### src/rtl/core/bmd_pkg.sv
// ----------------------------------------------------------------------------
// bmd_pkg
// shared widths, register codes and types of the 2x2 box downsampler
// ----------------------------------------------------------------------------
package bmd_pkg;

    localparam int MAX_DST_WIDTH  = 2048;
    localparam int MAX_DST_HEIGHT = 2048;
    localparam int LINE_AW        = (MAX_DST_WIDTH > 1) ? $clog2(MAX_DST_WIDTH) : 1;

    localparam int DIM_W     = 12;
    localparam int PIX_W     = 8;
    localparam int SUM_W     = PIX_W + 1;
    localparam int NUM_CH    = 4;
    localparam int CH_W      = 3;
    localparam int CFG_IDX_W = 2;

    typedef logic [CFG_IDX_W-1:0]      t_cfg_idx;
    typedef logic [NUM_CH*SUM_W-1:0]   t_line_word;

    localparam t_cfg_idx CFG_DST_WIDTH     = 2'd0;
    localparam t_cfg_idx CFG_DST_HEIGHT    = 2'd1;
    localparam t_cfg_idx CFG_CHANNEL_COUNT = 2'd2;

endpackage

### src/rtl/core/bmd_lane.sv
// ----------------------------------------------------------------------------
// bmd_lane
// one channel lane: horizontal pair sum and truncated quad mean
// ----------------------------------------------------------------------------
module bmd_lane (
    input  logic [bmd_pkg::PIX_W-1:0] i_held,
    input  logic [bmd_pkg::PIX_W-1:0] i_cur,
    output logic [bmd_pkg::SUM_W-1:0] o_pair,
    input  logic [bmd_pkg::SUM_W-1:0] i_above,
    input  logic [bmd_pkg::SUM_W-1:0] i_below,
    input  logic                      i_en,
    output logic [bmd_pkg::PIX_W-1:0] o_mean
);
    import bmd_pkg::*;

    logic [SUM_W:0] quad_sum;

    assign o_pair   = {1'b0, i_held} + {1'b0, i_cur};
    assign quad_sum = {1'b0, i_above} + {1'b0, i_below};
    // divide by four, drop the fraction
    assign o_mean   = i_en ? quad_sum[SUM_W:2] : '0;

endmodule

### config.mk
export PLATFORM = sky130hd
export DESIGN_NAME = bmd_lane
export DESIGN_NICKNAME = d
export VERILOG_FILES = /design/src/rtl/core/bmd_pkg.sv /design/src/rtl/core/bmd_lane.sv
export SDC_FILE = /design/constraint.sdc
export NUM_CORES = 1
export LEC_CHECK = 0
export ABC_AREA = 1
export BUFFER_PORTS_ARGS = -buffer_cell sky130_fd_sc_hd__clkbuf_2
export CORE_MARGIN = 2
export CORE_UTILIZATION = 40
export DETAILED_ROUTE_END_ITERATION = 10
export GPL_TIMING_DRIVEN = 1
export MAX_ROUTING_LAYER = met4
export PLACE_DENSITY = 0.81
export SYNTH_ARGS = -nofsm -noshare
export SYNTH_HDL_FRONTEND = slang
export SYNTH_SLANG_ARGS = --single-unit
### constraint.sdc
create_clock -name vclk -period 1.3
set_clock_uncertainty 0.05 [all_clocks]
set_input_delay 0.195 -clock vclk [all_inputs]
set_output_delay 0.195 -clock vclk [all_outputs]
set_load 0.02 [all_outputs]
==> results.json, run 1 <==
{
  "status": "aborted with a tool error",
  "stop_stage": "4_1_cts",
  "stop_error": "[ERROR DPL-0038] Utilization greater than 100%, impossible to legalize",
  "synth_compound_area_share_pct": 13.8,
  "synth_fa_ha_area_share_pct": 29.6,
  "yosysSeqAreaShare_pct": 0,
  "portBuffers": 52,
  "yosys.area_share.simple_pct": 38.2,
  "syn_inst": 132,
  "die_x_um": 47.1,
  "synth_top_family_by_area": "simple AND/OR/NAND/NOR gates",
  "synthesis.nets": 184,
  "globalplace.congestion": 0.797,
  "cts_setup_buffers": 13,
  "postSynthAreaPerCell_um2": 5.63,
  "synth_largest_area_cell": "ha_1",
  "synthMuxAreaShare_pct": 0,
  "hpwl_mm": 2.16,
  "dpl_cell_area_mm2": 0.00137,
  "io_pins": 52,
  "num_rows": 15,
  "synth_area_um2": 743,
  "cts_resized": 62,
  "cts_hold_buf": 0,
  "synthDistinctLibCells": 14,
  "synth_xor_area_share_pct": 8.25,
  "die_h_um": 47.1,
  "ys.warnings.count": 0,
  "synth_area_leaders": "ha_1 27%, nand2_1 21%, inv_1 10%, a21oi_1 8.1%, nor2_1 7.6%",
  "synth_top_area_share_pct": 26.9,
  "initial_utilization_pct": 42.6
}
-- kinds of logic after synthesis --
| logic type | count (synthesis) |
|---|---|
| adders and majority gates | 17 |
| buffers and inverters | 20 |
| xor gates and xnor gates | 7 |
| AOI/OAI and AO/OA | 18 |
| and+or+nand+nor | 70 |
-- metrics by stage --
| step | setup TNS (ns) | cells | worst slack [ns] | hold slack [ns] | utilization (%) |
|---|---|---|---|---|---|
| detailed placement | -3.91 | 221 | -0.473 | 0.708 | 78.2 |
| floorplan | -0.276 | 132 | -0.159 | 0.445 | - |
| global placement | -3.46 | 221 | -0.402 | 0.701 | 78.2 |
-- synth_stat cells --
library cell  count
nand2_1          41
nand3_1          11
fa_1              1
xnor2_1           3
a21oi_1          12
ha_1             16
o21ai_0           2
nand4_1           3
o21bai_1          2
xor2_1            4
inv_1            20
nor2_1           15
o21ai_2           1
a21oi_2           1
==> run 2: changes to the inputs <==
Settings changed: CORE_AREA from default to 2 2 63 65, CORE_MARGIN 2 to default, CORE_UTILIZATION 40 to default, DIE_AREA from default to 0 0 65 67, MAX_ROUTING_LAYER met4 to default, PLACE_DENSITY 0.81 to default, PLACE_DENSITY_LB_ADDON from default to 0.15.
Clock period 1.3 ns to 1.7 ns, I/O delays scaled along.
==> run 2 against run 1 <==
Synthesized cell count stayed put. The flow now finishes, with violations (negative setup slack). Area after synthesis stayed put.
==> results.json, run 2 <==
{
  "p_total_mw": 0.645,
  "yosysMostFrequentCell": "nand2_1",
  "peakVddDrop_v": 0.000163,
  "multiInputGateArea_um2": 951,
  "wl_per_cell_um": 9.91,
  "synth_largest_area_cell": "ha_1",
  "layout_commonest_cell": "clkbuf_2",
  "diodes": 0,
  "io_pins": 52,
  "synth_fa_ha_area_share_pct": 29.6,
  "core_mm2": 0.00361,
  "synth_area_um2": 743,
  "crit_fanout": 2,
  "drv_cap": 0,
  "vias_per_cell": 4.32,
  "clock_buffers": 0,
  "synth_top_family_by_area": "simple AND/OR/NAND/NOR gates",
  "synth_compound_area_share_pct": 13.8,
  "fin_crit_sh_pct": 104,
  "ys_top_cells_by_count": "41 x nand2_1, 20 x inv_1, 16 x ha_1",
  "drt_iter0_markers": 23,
  "portBuffers": 52,
  "seqCellArea_um2": 0,
  "grt_pass1_vias": 965,
  "ys.warnings.count": 0,
  "startpoint_type": "input port",
  "min_period_ns": 1.78,
  "gr-total-overflow": 0,
  "cp_slowest_cell": "fa_2",
  "arrival_ns": 1.47,
  "ant_nets": 0,
  "crit_path_end_kind": "output pin",
  "worst_pin_slew_ns": 0.170,
  "die_h_um": 67,
  "grt_max_degree": 7,
  "path_cells": "buf_8 > ha_4 > fa_2 > nand3_2 > nand2_2 > a21oi_2 > xnor2_2 > clkbuf_8",
  "worstSetupPathType": "input port to output pin",
  "synthDistinctLibCells": 14,
  "drive_above_1_share_pct": 58.8,
  "num_rows": 22,
  "fill_cells": 392,
  "grt_pass1_wl_mm": 3.92,
  "syn_inst": 132,
  "vias": 1066,
  "layoutNonFillerInstCount": 247,
  "drv_slew": 0,
  "required_ns": 1.39,
  "setup_viol": 3,
  "postSynthAreaPerCell_um2": 5.63,
  "synthMuxAreaShare_pct": 0,
  "dpl_worst_slack_ns": -0.215,
  "synth_top_area_share_pct": 26.9,
  "rsz0062_at_grt": "yes",
  "p_int_mw": 0.312,
  "drtPass1Iterations": 2,
  "synth_xor_area_share_pct": 8.25,
  "p_clk_share_pct": 0,
  "seq_cells": 0,
  "fin_ws_ns": -0.0755,
  "hold_class": "input port to output pin",
  "slew_headroom_pct": 88.7,
  "dieArea_mm2": 0.00436,
  "hpwl_mm": 1.83,
  "initial_utilization_pct": 20.6,
  "final_cell_mix": "32 x clkbuf_2, 26 x nand2_1, 18 x inv_1, 18 x buf_4, 12 x buf_6",
  "synth_area_leaders": "ha_1 27%, nand2_1 21%, inv_1 10%, a21oi_1 8.1%, nor2_1 7.6%",
  "hold_depth": 3,
  "wirelength_mm": 2.45,
  "die_x_um": 65,
  "violations": "negative setup slack",
  "syn_to_final_growth_pct": 110,
  "yosysSeqAreaShare_pct": 0,
  "grt_use_total_pct": 10.6,
  "utilization_pct": 43.3,
  "yosys.area_share.simple_pct": 38.2,
  "dpl.cell_count": 244,
  "max_stage_delay_ns": 0.35,
  "p_sw_mw": 0.333,
  "fmax_ghz": 0.563,
  "remaining_drc_errors": 0,
  "status": "finished, violations left",
  "p_comb_share_pct": 100.0,
  "p_per_area_mw_per_mm2": 413,
  "globalplace.congestion": 0.696,
  "finalHoldViolations": 0,
  "leakagePower_nw": 0.824,
  "final_nets": 253,
  "antenna_found_initial": 0,
  "switching_share_pct": 51.6,
  "pwr-share-seq_pct": 0,
  "synthesis.nets": 184
}
run 2: cell counts after synthesis:
No cell type changed its count.
run 2: worst max-delay path, delay by kind of cell:
kind | cells | cell delay, ns
buffers and inverters | 2 | 0.27
and+or+nand+nor | 2 | 0.15
AOI/OAI and AO/OA | 1 | 0.16
adders and majority gates | 2 | 0.50
xor gates and xnor gates | 1 | 0.13
run 2: what timing repair did:
item | CTS | global route
setup endpoints to repair | 11 | 15
endpoints found under the hold margin | 0 | 0
pin swaps | 11 | 25
hold buffers | 0 | 0
resized for setup | 27 | 69
buffers inserted | 3 | 0
run 2: logic make-up after synthesis:
kind of cell / Yosys count
AND/OR/NAND/NOR: 70
AO/OA/AOI/OAI: 18
buffers and inverters: 20
XOR/XNOR: 7
adder cells (fa/ha/maj): 17
run 2: final cells by class:
type | instances | area share [%]
Inverter | 20 | 4.81
Timing Repair Buffer | 67 | 30.4
Multi-Input combinational cell | 112 | 60.9
Tap cell | 48 | 3.85
run 2: routing by layer:
layer	GRT usage, %	wire length (um)
met2	21.5	1340
met5	0	0
met1	13.2	1010
met3	0	100
met4	0	0
run 2: final timing paths:
check,slack (ns),to,startpoint
setup / recovery,-0.08,o_pair[6],i_cur[0]
hold / removal,0.80,o_pair[0],i_held[0]
run 2: power by group through the flow:
stage | sequential (mW) | combinational, mW | clock, mW
final | 0 | 0.645 | 0
after global routing | 0 | 0.708 | 0
after CTS | 0 | 0.551 | 0
after detailed placement | 0 | 0.475 | 0
after global placement | 0 | 0.478 | 0
after floorplan | 0 | 0.297 | 0
run 2: per-stage QoR:
stage | hold WS, ns | cell area (um2) | setup TNS (ns)
after floorplan | 0.589 | 754 | 0
after global placement | 0.801 | 1160 | -1.03
after detailed placement | 0.805 | 1160 | -0.936
after CTS | 0.829 | 1340 | -0.250
after global routing | 0.805 | 1560 | -0.471
final | 0.798 | 1560 | -0.142
(Power assumes the default switching activity.)
